### src/hdl/ospt_pkg.sv
package ospt_pkg;

	localparam int MAX_FFT   = 4096;
	localparam int MAX_ANTS  = 64;
	localparam int BIN_W     = 12;
	localparam int CFG_W     = 13;
	localparam int ADDR_W    = 18;
	localparam int SMP_W     = 16;
	localparam int DIV_W     = 13;
	localparam int DIV_CNT_W = 4;

	localparam logic [12:0] FFT_SIZE_RST   = 13'd2048;
	localparam logic [11:0] DATA_START_RST = 12'd424;
	localparam logic [12:0] DATA_COUNT_RST = 13'd1200;
	localparam logic [12:0] BLOCK_LEN_RST  = 13'd16;
	localparam logic [6:0]  ANT_COUNT_RST  = 7'd8;

	typedef enum logic [2:0] {
		REG_FFT_SIZE   = 3'd0,
		REG_DATA_START = 3'd1,
		REG_DATA_COUNT = 3'd2,
		REG_BLOCK_LEN  = 3'd3,
		REG_ANT_COUNT  = 3'd4
	} reg_idx_t;

	typedef enum logic [1:0] {
		KIND_DATA  = 2'd0,
		KIND_PILOT = 2'd1,
		KIND_CAL   = 2'd2
	} kind_t;

	typedef enum logic [2:0] {
		TRK_START,
		TRK_SPAN,
		TRK_KDIV,
		TRK_BASE,
		TRK_RUN
	} trk_state_t;

	typedef struct packed {
		logic [12:0] fft_size;
		logic [11:0] data_start;
		logic [12:0] data_count;
		logic [12:0] block_len;
		logic [6:0]  antenna_count;
	} cfg_t;

	// tracker status toward the input stage
	typedef struct packed {
		logic        busy;
		logic [11:0] bin;
		logic [11:0] off;
		logic [17:0] base;
		logic [12:0] span;
	} trk_t;

	// one accepted word with its position state
	typedef struct packed {
		logic signed [15:0] sample_re;
		logic signed [15:0] sample_im;
		logic signed [15:0] pilot_re;
		logic signed [15:0] pilot_im;
		logic [1:0]         kind;
		logic [5:0]         ant;
		logic [11:0]        k;
		logic [11:0]        off;
		logic [17:0]        base;
	} item_t;

	typedef struct packed {
		logic [17:0]        dest_index;
		logic signed [15:0] value_re;
		logic signed [15:0] value_im;
		logic               to_cal;
		logic               sat;
	} res_t;

endpackage

### src/hdl/ospt_div.sv
// restoring divider, one quotient bit per cycle
module ospt_div (
	input  logic        clk,
	input  logic        arst_n,
	input  logic        start,
	input  logic [12:0] dividend,
	input  logic [12:0] divisor,
	output logic        done,
	output logic [12:0] quo,
	output logic [12:0] rem
);

	logic [12:0] rem_q;
	logic [12:0] quo_q;
	logic [3:0]  cnt_q;
	logic        run_q;
	logic        done_q;
	logic [13:0] trial;
	logic        ge;
	logic [13:0] diff;

	always_comb begin
		trial = {rem_q, quo_q[12]};
		ge    = trial >= {1'b0, divisor};
		diff  = trial - {1'b0, divisor};
	end

	always_ff @(posedge clk or negedge arst_n) begin
		if (!arst_n) begin
			rem_q  <= '0;
			quo_q  <= '0;
			cnt_q  <= '0;
			run_q  <= 1'b0;
			done_q <= 1'b0;
		end else begin
			done_q <= 1'b0;
			if (start) begin
				rem_q <= '0;
				quo_q <= dividend;
				cnt_q <= ospt_pkg::DIV_CNT_W'(ospt_pkg::DIV_W - 1);
				run_q <= 1'b1;
			end else if (run_q) begin
				rem_q <= ge ? diff[12:0] : trial[12:0];
				quo_q <= {quo_q[11:0], ge};
				if (cnt_q == '0) begin
					run_q  <= 1'b0;
					done_q <= 1'b1;
				end else begin
					cnt_q <= cnt_q - 4'd1;
				end
			end
		end
	end

	assign done = done_q;
	assign quo  = quo_q;
	assign rem  = rem_q;

endmodule

### src/hdl/ospt_track.sv
// bin counter plus incremental block offset / block base; recomputed by division
// after reset and after every register write
module ospt_track (
	input  logic              clk,
	input  logic              arst_n,
	input  ospt_pkg::cfg_t    cfg,
	input  logic              cfg_we,
	input  logic              adv,
	output ospt_pkg::trk_t    trk
);

	ospt_pkg::trk_state_t state_q, state_d;

	logic [11:0] bin_q;
	logic [11:0] off_q;
	logic [17:0] base_q;
	logic [12:0] span_q;
	logic [17:0] stride_q;

	logic        div_start;
	logic [12:0] div_dividend;
	logic        div_done;
	logic [12:0] div_quo;
	logic [12:0] div_rem;

	logic [12:0] size;
	logic [6:0]  ants;
	logic [12:0] bin_inc;
	logic        bin_wrap;
	logic [11:0] bin_nx;
	logic [12:0] off_inc;
	logic        off_wrap;
	logic [11:0] k_cur;
	logic [19:0] stride_p;
	logic [30:0] base_p;

	ospt_div u_div (
		.clk      (clk),
		.arst_n   (arst_n),
		.start    (div_start),
		.dividend (div_dividend),
		.divisor  (cfg.block_len),
		.done     (div_done),
		.quo      (div_quo),
		.rem      (div_rem)
	);

	always_comb begin
		size = (cfg.fft_size > 13'(ospt_pkg::MAX_FFT)) ? 13'(ospt_pkg::MAX_FFT)
			: cfg.fft_size;
		ants = (cfg.antenna_count > 7'(ospt_pkg::MAX_ANTS)) ? 7'(ospt_pkg::MAX_ANTS)
			: cfg.antenna_count;
		bin_inc  = {1'b0, bin_q} + 13'd1;
		bin_wrap = (size <= 13'd1) || (bin_inc >= size);
		bin_nx   = bin_wrap ? '0 : bin_inc[11:0];
		off_inc  = {1'b0, off_q} + 13'd1;
		off_wrap = off_inc == cfg.block_len;
		k_cur    = bin_q - cfg.data_start;
		stride_p = cfg.block_len * ants;
		base_p   = div_quo * stride_q;
	end

	always_comb begin
		state_d      = state_q;
		div_start    = 1'b0;
		div_dividend = (state_q == ospt_pkg::TRK_START) ? cfg.data_count : {1'b0, k_cur};
		unique case (state_q)
			ospt_pkg::TRK_START: begin
				div_start = 1'b1;
				state_d   = ospt_pkg::TRK_SPAN;
			end
			ospt_pkg::TRK_SPAN: begin
				if (div_done) begin
					div_start = 1'b1;
					state_d   = ospt_pkg::TRK_KDIV;
				end
			end
			ospt_pkg::TRK_KDIV: begin
				if (div_done)
					state_d = ospt_pkg::TRK_BASE;
			end
			ospt_pkg::TRK_BASE: state_d = ospt_pkg::TRK_RUN;
			ospt_pkg::TRK_RUN:  state_d = ospt_pkg::TRK_RUN;
			default:            state_d = ospt_pkg::TRK_START;
		endcase
		if (cfg_we)
			state_d = ospt_pkg::TRK_START;
	end

	always_ff @(posedge clk or negedge arst_n) begin
		if (!arst_n) begin
			state_q <= ospt_pkg::TRK_START;
		end else begin
			state_q <= state_d;
		end
	end

	always_ff @(posedge clk or negedge arst_n) begin
		if (!arst_n) begin
			bin_q    <= '0;
			off_q    <= '0;
			base_q   <= '0;
			span_q   <= '0;
			stride_q <= '0;
		end else begin
			if (state_q == ospt_pkg::TRK_START)
				stride_q <= stride_p[17:0];
			if (state_q == ospt_pkg::TRK_SPAN && div_done)
				span_q <= cfg.data_count - div_rem;
			if (state_q == ospt_pkg::TRK_KDIV && div_done)
				off_q <= div_rem[11:0];
			if (state_q == ospt_pkg::TRK_BASE)
				base_q <= base_p[17:0];
			if (adv) begin
				bin_q <= bin_nx;
				if (bin_nx == cfg.data_start) begin
					off_q  <= '0;
					base_q <= '0;
				end else if (off_wrap) begin
					off_q  <= '0;
					base_q <= base_q + stride_q;
				end else begin
					off_q  <= off_inc[11:0];
				end
			end
		end
	end

	always_comb begin
		trk.busy = state_q != ospt_pkg::TRK_RUN;
		trk.bin  = bin_q;
		trk.off  = off_q;
		trk.base = base_q;
		trk.span = span_q;
	end

endmodule

### src/hdl/ospt_dp.sv
// conjugate pilot multiply with round/saturate, destination address
module ospt_dp (
	input  ospt_pkg::item_t item,
	input  ospt_pkg::cfg_t  cfg,
	output ospt_pkg::res_t  res
);

	function automatic logic [16:0] rnd_sat(input logic signed [32:0] acc);
		logic signed [33:0] r;
		logic signed [18:0] q;
		logic [16:0]        o;
		r = {acc[32], acc} + 34'sd16384;
		q = r[33:15];
		if (q > 19'sd32767)
			o = {1'b1, 16'h7FFF};
		else if (q < -19'sd32768)
			o = {1'b1, 16'h8000};
		else
			o = {1'b0, q[15:0]};
		return o;
	endfunction

	logic signed [31:0] p_rr, p_ii, p_ir, p_ri;
	logic signed [32:0] acc_re, acc_im;
	logic [16:0]        rs_re, rs_im;
	logic [18:0]        cal_p;
	logic [18:0]        ab_p;
	logic [17:0]        cal_addr;
	logic [17:0]        dat_addr;
	logic               pilot;
	logic               cal;

	always_comb begin
		pilot  = item.kind == ospt_pkg::KIND_PILOT;
		cal    = item.kind == ospt_pkg::KIND_CAL;
		p_rr   = item.sample_re * item.pilot_re;
		p_ii   = item.sample_im * item.pilot_im;
		p_ir   = item.sample_im * item.pilot_re;
		p_ri   = item.sample_re * item.pilot_im;
		acc_re = {p_rr[31], p_rr} + {p_ii[31], p_ii};
		acc_im = {p_ir[31], p_ir} - {p_ri[31], p_ri};
		rs_re  = rnd_sat(acc_re);
		rs_im  = rnd_sat(acc_im);

		cal_p    = item.ant * cfg.data_count;
		ab_p     = item.ant * cfg.block_len;
		cal_addr = cal_p[17:0] + 18'(item.k);
		dat_addr = item.base + ab_p[17:0] + 18'(item.off);

		res.dest_index = cal ? cal_addr : dat_addr;
		res.value_re   = pilot ? rs_re[15:0] : item.sample_re;
		res.value_im   = pilot ? rs_im[15:0] : item.sample_im;
		res.to_cal     = cal;
		res.sat        = pilot && (rs_re[16] || rs_im[16]);
	end

endmodule

### src/hdl/ofdm_subcarrier_pilot_transpose.sv
// An accepted word passes the input register, then the result register, to the master
// side; m_axis_tready low holds it. Dropped bins (outside the passed data span) leave no result.
// Throughput: one word per cycle while the tracker is not busy and the master side does not stall.
// Reset (arst_n low, async): registers return to defaults, bin counter to 0, then the position
// tracker runs two 13-step serial divisions with s_axis_tready low.
// Every register write repeats that recompute; write only while no word is in flight.
module ofdm_subcarrier_pilot_transpose (
	input  logic        clk,
	input  logic        arst_n,
	// configuration write port
	input  logic        cfg_we,
	input  logic [2:0]  cfg_index,
	input  logic [12:0] cfg_data,
	// FFT bin input
	input  logic        s_axis_tvalid,
	output logic        s_axis_tready,
	input  logic [63:0] s_axis_tdata,   // sample_re, sample_im, pilot_re, pilot_im
	input  logic [7:0]  s_axis_tuser,   // symbol_kind[1:0], antenna[7:2]
	// addressed result output
	output logic        m_axis_tvalid,
	input  logic        m_axis_tready,
	output logic [55:0] m_axis_tdata,   // dest_index, value_re, value_im, zero pad
	output logic [1:0]  m_axis_tuser,   // to_calibration, saturated
	output logic        m_axis_tlast
);

	// ---------------------------------------------------------------
	// configuration registers
	// ---------------------------------------------------------------
	ospt_pkg::cfg_t cfg_q;

	always_ff @(posedge clk or negedge arst_n) begin
		if (!arst_n) begin
			cfg_q.fft_size      <= ospt_pkg::FFT_SIZE_RST;
			cfg_q.data_start    <= ospt_pkg::DATA_START_RST;
			cfg_q.data_count    <= ospt_pkg::DATA_COUNT_RST;
			cfg_q.block_len     <= ospt_pkg::BLOCK_LEN_RST;
			cfg_q.antenna_count <= ospt_pkg::ANT_COUNT_RST;
		end else if (cfg_we) begin
			unique case (ospt_pkg::reg_idx_t'(cfg_index))
				ospt_pkg::REG_FFT_SIZE:   cfg_q.fft_size      <= cfg_data;
				ospt_pkg::REG_DATA_START: cfg_q.data_start    <= cfg_data[11:0];
				ospt_pkg::REG_DATA_COUNT: cfg_q.data_count    <= cfg_data;
				ospt_pkg::REG_BLOCK_LEN:  cfg_q.block_len     <= cfg_data;
				ospt_pkg::REG_ANT_COUNT:  cfg_q.antenna_count <= cfg_data[6:0];
				default: ;
			endcase
		end
	end

	// ---------------------------------------------------------------
	// bin position tracker: bin counter, in-block offset, block base
	// ---------------------------------------------------------------
	ospt_pkg::trk_t trk;
	logic           s_fire;

	ospt_track u_track (
		.clk    (clk),
		.arst_n (arst_n),
		.cfg    (cfg_q),
		.cfg_we (cfg_we),
		.adv    (s_fire),
		.trk    (trk)
	);

	// ---------------------------------------------------------------
	// input stage: decode pass/last against the current bin position
	// ---------------------------------------------------------------
	logic [1:0]  kind_in;
	logic [11:0] k_in;
	logic        pass_in;
	logic        last_in;

	ospt_pkg::item_t item_s1;
	logic            valid_s1;
	logic            pass_s1;
	logic            last_s1;

	ospt_pkg::res_t res_d;
	ospt_pkg::res_t res_s2;
	logic           valid_s2;
	logic           last_s2;

	logic out_free;
	logic s1_move;
	logic m_fire;

	always_comb begin
		kind_in = s_axis_tuser[1:0];
		k_in    = trk.bin - cfg_q.data_start;
		pass_in = (kind_in == ospt_pkg::KIND_DATA || kind_in == ospt_pkg::KIND_PILOT
				|| kind_in == ospt_pkg::KIND_CAL)
			&& (cfg_q.block_len != '0)
			&& (trk.bin >= cfg_q.data_start)
			&& ({1'b0, k_in} < trk.span);
		last_in = ({1'b0, k_in} + 13'd1) == trk.span;
	end

	// a dropped word leaves stage 1 without needing the result register
	assign m_fire        = m_axis_tvalid && m_axis_tready;
	assign out_free      = !valid_s2 || m_axis_tready;
	assign s1_move       = valid_s1 && (out_free || !pass_s1);
	assign s_axis_tready = !trk.busy && (!valid_s1 || s1_move);
	assign s_fire        = s_axis_tvalid && s_axis_tready;

	always_ff @(posedge clk or negedge arst_n) begin
		if (!arst_n) begin
			valid_s1 <= 1'b0;
			pass_s1  <= 1'b0;
			last_s1  <= 1'b0;
		end else if (s_fire) begin
			valid_s1 <= 1'b1;
			pass_s1  <= pass_in;
			last_s1  <= last_in;
		end else if (s1_move) begin
			valid_s1 <= 1'b0;
		end
	end

	always_ff @(posedge clk) begin
		if (s_fire) begin
			item_s1.sample_re <= s_axis_tdata[15:0];
			item_s1.sample_im <= s_axis_tdata[31:16];
			item_s1.pilot_re  <= s_axis_tdata[47:32];
			item_s1.pilot_im  <= s_axis_tdata[63:48];
			item_s1.kind      <= kind_in;
			item_s1.ant       <= s_axis_tuser[7:2];
			item_s1.k         <= k_in;
			item_s1.off       <= trk.off;
			item_s1.base      <= trk.base;
		end
	end

	// ---------------------------------------------------------------
	// datapath and result register
	// ---------------------------------------------------------------
	ospt_dp u_dp (
		.item (item_s1),
		.cfg  (cfg_q),
		.res  (res_d)
	);

	always_ff @(posedge clk or negedge arst_n) begin
		if (!arst_n) begin
			valid_s2 <= 1'b0;
		end else if (out_free) begin
			valid_s2 <= valid_s1 && pass_s1;
		end
	end

	always_ff @(posedge clk) begin
		if (out_free && valid_s1 && pass_s1) begin
			res_s2  <= res_d;
			last_s2 <= last_s1;
		end
	end

	assign m_axis_tvalid = valid_s2;
	assign m_axis_tdata  = {6'd0, res_s2.value_im, res_s2.value_re, res_s2.dest_index};
	assign m_axis_tuser  = {res_s2.sat, res_s2.to_cal};
	assign m_axis_tlast  = last_s2;

`ifndef SYNTHESIS
	// a register write always forces a position recompute
	a_cfg_busy: assert property (@(posedge clk) disable iff (!arst_n)
		cfg_we |=> trk.busy)
		else $error("tracker not busy after register write");

	// each accepted word steps the bin counter by one or wraps it to zero
	a_bin_step: assert property (@(posedge clk) disable iff (!arst_n)
		s_fire |=> (trk.bin == '0 || trk.bin == 12'($past(trk.bin) + 12'd1)))
		else $error("bin counter skipped");

	// saturation only arises on pilot words, never on calibration words
	a_sat_kind: assert property (@(posedge clk) disable iff (!arst_n)
		(m_axis_tvalid && m_axis_tuser[1]) |-> !m_axis_tuser[0])
		else $error("saturation flagged on calibration word");

	// nothing is taken while the tracker recomputes
	a_busy_hold: assert property (@(posedge clk) disable iff (!arst_n)
		trk.busy |-> !s_fire)
		else $error("word accepted during recompute");
`endif

endmodule

### config.mk
export PLATFORM = sky130hd
export DESIGN_NAME = ofdm_subcarrier_pilot_transpose
export DESIGN_NICKNAME = d
export VERILOG_FILES = /design/src/hdl/ospt_pkg.sv /design/src/hdl/ospt_div.sv /design/src/hdl/ospt_track.sv /design/src/hdl/ospt_dp.sv /design/src/hdl/ofdm_subcarrier_pilot_transpose.sv
export SDC_FILE = /design/constraint.sdc
export NUM_CORES = 2
export LEC_CHECK = 0
export BUFFER_PORTS_ARGS = -buffer_cell sky130_fd_sc_hd__buf_4
export CORE_MARGIN = 4
export CORE_UTILIZATION = 40
export CTS_CLUSTER_SIZE = 16
export DETAILED_ROUTE_END_ITERATION = 16
export SETUP_SLACK_MARGIN = 0.02
export SYNTH_ARGS = -nofsm -noshare
export SYNTH_HDL_FRONTEND = slang
export SYNTH_SLANG_ARGS = --single-unit
### constraint.sdc
create_clock -name clk -period 10 [get_ports clk]
set_clock_uncertainty 0.2 [all_clocks]
set_input_delay 2 -clock clk [delete_from_list [all_inputs] [get_ports clk]]
set_output_delay 2 -clock clk [all_outputs]
set_load 0.02 [all_outputs]
# Yosys cells after proc, flatten, opt, wreduce, memory -nomap -nowiden
# Index checks and enable logic that the tools add are counted.
# totals
ff_bits	337
in_bits	93
wordCells	168
out_inout_bits	61
# classes
add_sub_neg	15
n_lt_le_gt_ge	11
reduce_logical	39
muxes	41
n_mul	8
eq_ne	19
# op_table
operator	n
16-bit by 16-bit multiplier with 32-bit output	4
13-bit two-way mux	7
18-bit two-way mux	5
33-bit by 16-bit adder with 34-bit output (second input constant)	2
17-bit two-way mux	4
12-bit two-way mux	5
12-bit by 1-bit adder with 13-bit output (second input constant)	3
19-bit by 16-bit greater-than comparator with 1-bit output (second input constant)	2
19-bit by 16-bit less-than comparator with 1-bit output (second input constant)	2
18-bit by 12-bit adder with 18-bit output	2
18-bit adder	2
6-bit by 13-bit multiplier with 18-bit output	2
32-bit by 32-bit adder with 33-bit output	1
32-bit by 32-bit subtractor with 33-bit output	1
16-bit two-way mux	2
13-bit == test	2
13-bit subtractor	2
13-bit by 18-bit multiplier with 18-bit output	1
13-bit by 7-bit multiplier with 18-bit output	1
14-bit by 13-bit >= comparator with 1-bit output	1
2-bit AND reduction	7
13-bit >= comparator	1
13-bit greater-than comparator (second input constant)	1
13-bit by 1-bit <= comparator with 1-bit output (second input constant)	1
other kinds (28)	72

# Longest topological paths before layout
# depth
depth_word	8
mapped_depth	31
depth_no_buf	29

# Hierarchy
# Synthesis repeated with hierarchy kept, for this count alone.
# unflattened
hier_cells	7489
hier_area_um2	71159.5
# by_module_without_submodules
module	area_each_um2	instances	cells_each	seq_area_each_um2
ospt_dp	46528.4	1	5079	0.0
ospt_track	13689.4	1	1639	1901.8
ofdm_subcarrier_pilot_transpose	8690.8	1	517	6580.1
ospt_div	2250.9	1	254	800.8

# Worst setup path before layout
# No wires, ideal clock.
# synth_timing
path_kind	register to register
startpoint	register item_s1[50] (netlist bit)
endpoint	register res_s2, in the netlist m_axis_tuser[1], data pin
setup_slack_ps	1658
arrival_ps	7873
synth_period_minus_slack_ps	8342
path_stages_with_launch	26
setup_ps	269
n_path_buf	1
cell_sequence	edfxtp_1 > clkbuf_1 > nand2_1 > inv_1 > fa_1 > fa_1 > fa_1 > inv_1 > fa_1 > fa_1 > fa_1 > fa_1 > inv_1 > fa_1 > inv_1 > ha_1 > a21o_1 > a21o_1 > a21o_1 > a31oi_1 > o21ai_0 > o21a_1 > o21a_1 > o41ai_2 > nor3b_1 > a21oi_1
# synth_lines
element	line	source
from (decl)	ofdm_subcarrier_pilot_transpose.sv:74	ospt_pkg::item_t item_s1;
to (signal assigned)	ofdm_subcarrier_pilot_transpose.sv:153	res_s2 <= res_d;
to (decl)	ofdm_subcarrier_pilot_transpose.sv:80	ospt_pkg::res_t res_s2;

==> flow_metrics.py <==
metrics = {
    "sta": {
        "holdWs_ps": 272.3,
        "tns_ps": 0,
        "maxSlewViolCount": 0,
        "finalCritPeriodShare": 0.9427,
        "setup_ws_ps": 573.4,
        "period_needed_ps": 9427,
        "tightest_slew_ps": 1294,
        "fmax_ghz": 0.1061,
        "hold_violations": 0,
        "rsz0062_at_grt": "no",
        "max_slew_margin": 0.1373,
        "finalSetupViolCount": 0,
    },
    "critical_path": {
        "critPathLaunchType": "register",
        "ff2ff_setup_slack_ps": 570,
        "required_ps": 10180,
        "crit_fanout": 19,
        "critPathCaptureType": "register",
        "rr_worst_depth": 26,
        "crit_type": "reg2reg",
        "critPathArrivalTime_ps": 9600,
        "r2r_end": "m_axis_tdata[41]$_DFFE_PP_",
        "r2r_start": "item_s1[67]$_DFFE_PP_",
    },
    "route": {
        "drc": 0,
        "wirelength_um": 193000,
        "vias": 49350,
        "ant_nets": 0,
        "firstDrtPassIters": 5,
        "viasPerCell": 5.064,
        "wl_per_cell_um": 19.81,
        "drt_iter0_markers": 2974,
    },
    "clock_network": {
        "clockBufferDepth": 3,
        "clk_pin_slew_worst_paths_ps": 60,
        "ctsHtreeMaxLevel": 2,
        "cts_sinks": 337,
        "numCtsBuffers": 49,
        "clock-root-buffer": "clkbuf_16",
        "cts_tree": "done",
        "clkLatencyLatePin_ps": 700,
    },
    "status": {
        "status": "complete, no violations",
    },
    "die": {
        "core_region_area_um2": 172500,
        "initial_utilization": 0.4043,
        "die_x_um": 425.6,
        "die_h_um": 425.6,
        "die_area_um2": 181100,
        "io_pins": 154,
        "row_count": 152,
    },
    "yosys": {
        "netlist_top_cells_count": "1,728 x inv_1, 1,476 x fa_1, 928 x nand2_1",
        "synthDistinctLibCells": 80,
        "synth_top_area_share": 0.4236,
        "avgSynthCellArea_um2": 9.470,
        "synthCells": 7365,
        "ys_top_cells_by_area": "fa_1 42%, ha_1 9.5%, inv_1 9.3%, edfxtp_1 7.2%, and2_1 5.9%",
        "yosysTopAreaCell": "fa_1",
        "post-synth-top-count-cell": "inv_1",
        "yosys_warnings": 0,
        "async_flop_share": 0.5045,
        "synth-edff-count": 167,
        "ys_seq_area_frac": 0.1331,
        "syn-cell-area_um2": 69750,
        "synth_seq_cells": 337,
        "synthFlopType": "edfxtp_1",
    },
    "placed_design": {
        "placed_area_um2": 73670,
        "place.gp.congestion": 0.8862,
        "dp_slack_ps": 536.3,
        "hpwl_um": 154500,
        "io_buffer_count": 147,
    },
    "cells_and_area": {
        "num-fill-cells": 16740,
        "final_nets": 9481,
        "seqCellArea_um2": 9283,
        "utilization": 0.4368,
        "drive_gt1_frac": 0.06289,
        "final_area_um2": 75350,
        "multi_input_area_um2": 52780,
        "areaGrowthSynthToFinish_pct": 8.026,
    },
    "global_routing": {
        "grt_max_degree": 105,
        "grt_pass1_vias": 54000,
        "grt_overflow": 0,
        "antenna_found_initial": 12,
        "track_usage": 0.2207,
        "grt_pass1_wl_um": 307800,
    },
    "worst_hold_path": {
        "hold_path.class": "reg2reg",
        "min_path_cells": 0,
        "holdPathEnd": "m_axis_tlast$_DFFE_PP_",
        "holdCritStartpoint": "last_s1$_DFFE_PN0P_",
    },
    "flow_run": {
        "maxCapViolCount": 0,
    },
    "power_and_ir_drop": {
        "ir_worst_vdd_mv": 0.3050,
        "p_leak_nw": 36.61,
        "pwr_density_cell_nw_per_um2": 151.9,
    },
}
layer usage:
metal	up-vias	global-route usage	share of wire
met4	0	0.09206	0.051
met2	1310	0.3907	0.51
li1	22110	-	-
met5	-	0	0
met1	25620	0.2725	0.39
met3	308	0.02604	0.050
timing repair:
action,in CTS,in global routing
setup endpoints to repair,0,8
resized for setup,0,1
buffers inserted,0,3
hold buffers,0,0
hold endpoints to repair,0,0
where the power goes:
group / switching (mW) / internal (mW) / total, mW
clock network: 0.796 / 1.01 / 1.81
logic: 4.28 / 3.28 / 7.56
registers: 0.390 / 1.68 / 2.07
total: 5.47 / 5.98 / 11.4
registers in the layout (all words and copies together), names as in the netlist, 2 cells and up:
signal / flops
cfg_q: 58
u_track.state_q: 3
item_s1: 114
u_track.u_div.rem: 13
u_track.u_div.quo: 13
u_track.off_q: 12
m_axis_tuser: 2
m_axis_tdata: 50
u_track.stride_q: 18
u_track.bin_q: 12
u_track.u_div.cnt_q: 4
u_track.span_q: 13
u_track.base_q: 18
worst max-delay path by stage:
stage | from | end | slack (ps) | cells after the start
global route | item_s1[67]$_DFFE_PP_ | m_axis_tdata[36]$_DFFE_PP_ | 50 | 26
CTS | item_s1[66]$_DFFE_PP_ | m_axis_tdata[48]$_DFFE_PP_ | 440 | 25
detailed placement | item_s1[66]$_DFFE_PP_ | m_axis_tdata[48]$_DFFE_PP_ | 540 | 25
global placement | item_s1[66]$_DFFE_PP_ | m_axis_tdata[34]$_DFFE_PP_ | 690 | 25
floorplan | item_s1[50]$_DFFE_PP_ | m_axis_tuser[1]$_DFFE_PP_ | 1660 | 25
finish | item_s1[67]$_DFFE_PP_ | m_axis_tdata[41]$_DFFE_PP_ | 570 | 26
worst max-delay path, stage by stage, from the launching register on:
cell and delay [ps]:
edfxtp_1 700, buf_4 360, and2_1 230, fa_1 430
inv_1 270, fa_1 490, fa_1 760, fa_1 500
inv_1 90, fa_1 440, fa_1 510, fa_1 500
inv_1 50, fa_1 490, inv_1 50, ha_1 360
a21o_1 200, a21o_1 170, a21o_1 190, a31oi_1 210
o21ai_0 210, o21a_1 270, nor3_1 380, a21oi_1 120
mux2_2 380, nor2_1 420, a21oi_1 140
area by class of cell:
cell class	count	share of cell area
Multi-Input combinational cell	4974	0.7005
Clock inverter	28	0.003969
Inverter	1731	0.08630
Clock buffer	64	0.01742
Antenna cell	9	0.0002989
Sequential cell	337	0.1232
Tap cell	2310	0.03836
Timing Repair Buffer	292	0.02997
per-stage QoR:
step,total power [mW],cells
after floorplan,7.667,7370
after global placement,9.521,9641
after detailed placement,9.647,9641
after CTS,11.56,9733
after global routing,12.64,9740
final,11.44,9745
cell usage in the layout (no fill, tap or decap), types with 22 or more instances in the layout:
master	count
mux2_2	49
edfxtp_1	167
a21o_1	48
nand3_1	40
fa_1	1476
xor2_1	50
nor2b_1	34
dfrtp_1	159
a31oi_1	28
ha_1	527
and3_1	28
nor3_1	48
buf_4	286
o22ai_1	22
xnor2_1	171
clkbuf_16	49
nand4_1	26
inv_1	1727
nor2_1	211
nand2_1	928
o21ai_0	164
and2_1	659
a21oi_1	146
nand2b_1	33
a211oi_1	26
cell families after synthesis:
kind of cell	synth area share
other	0.00005376
DFF	0.1331
buffers and inverters	0.1113
muxes	0.01078
and+or+nand+nor	0.1463
xor gates and xnor gates	0.02775
adders and majority gates	0.5182
AOI/OAI and AO/OA	0.05249
(Power assumes the default switching activity.)
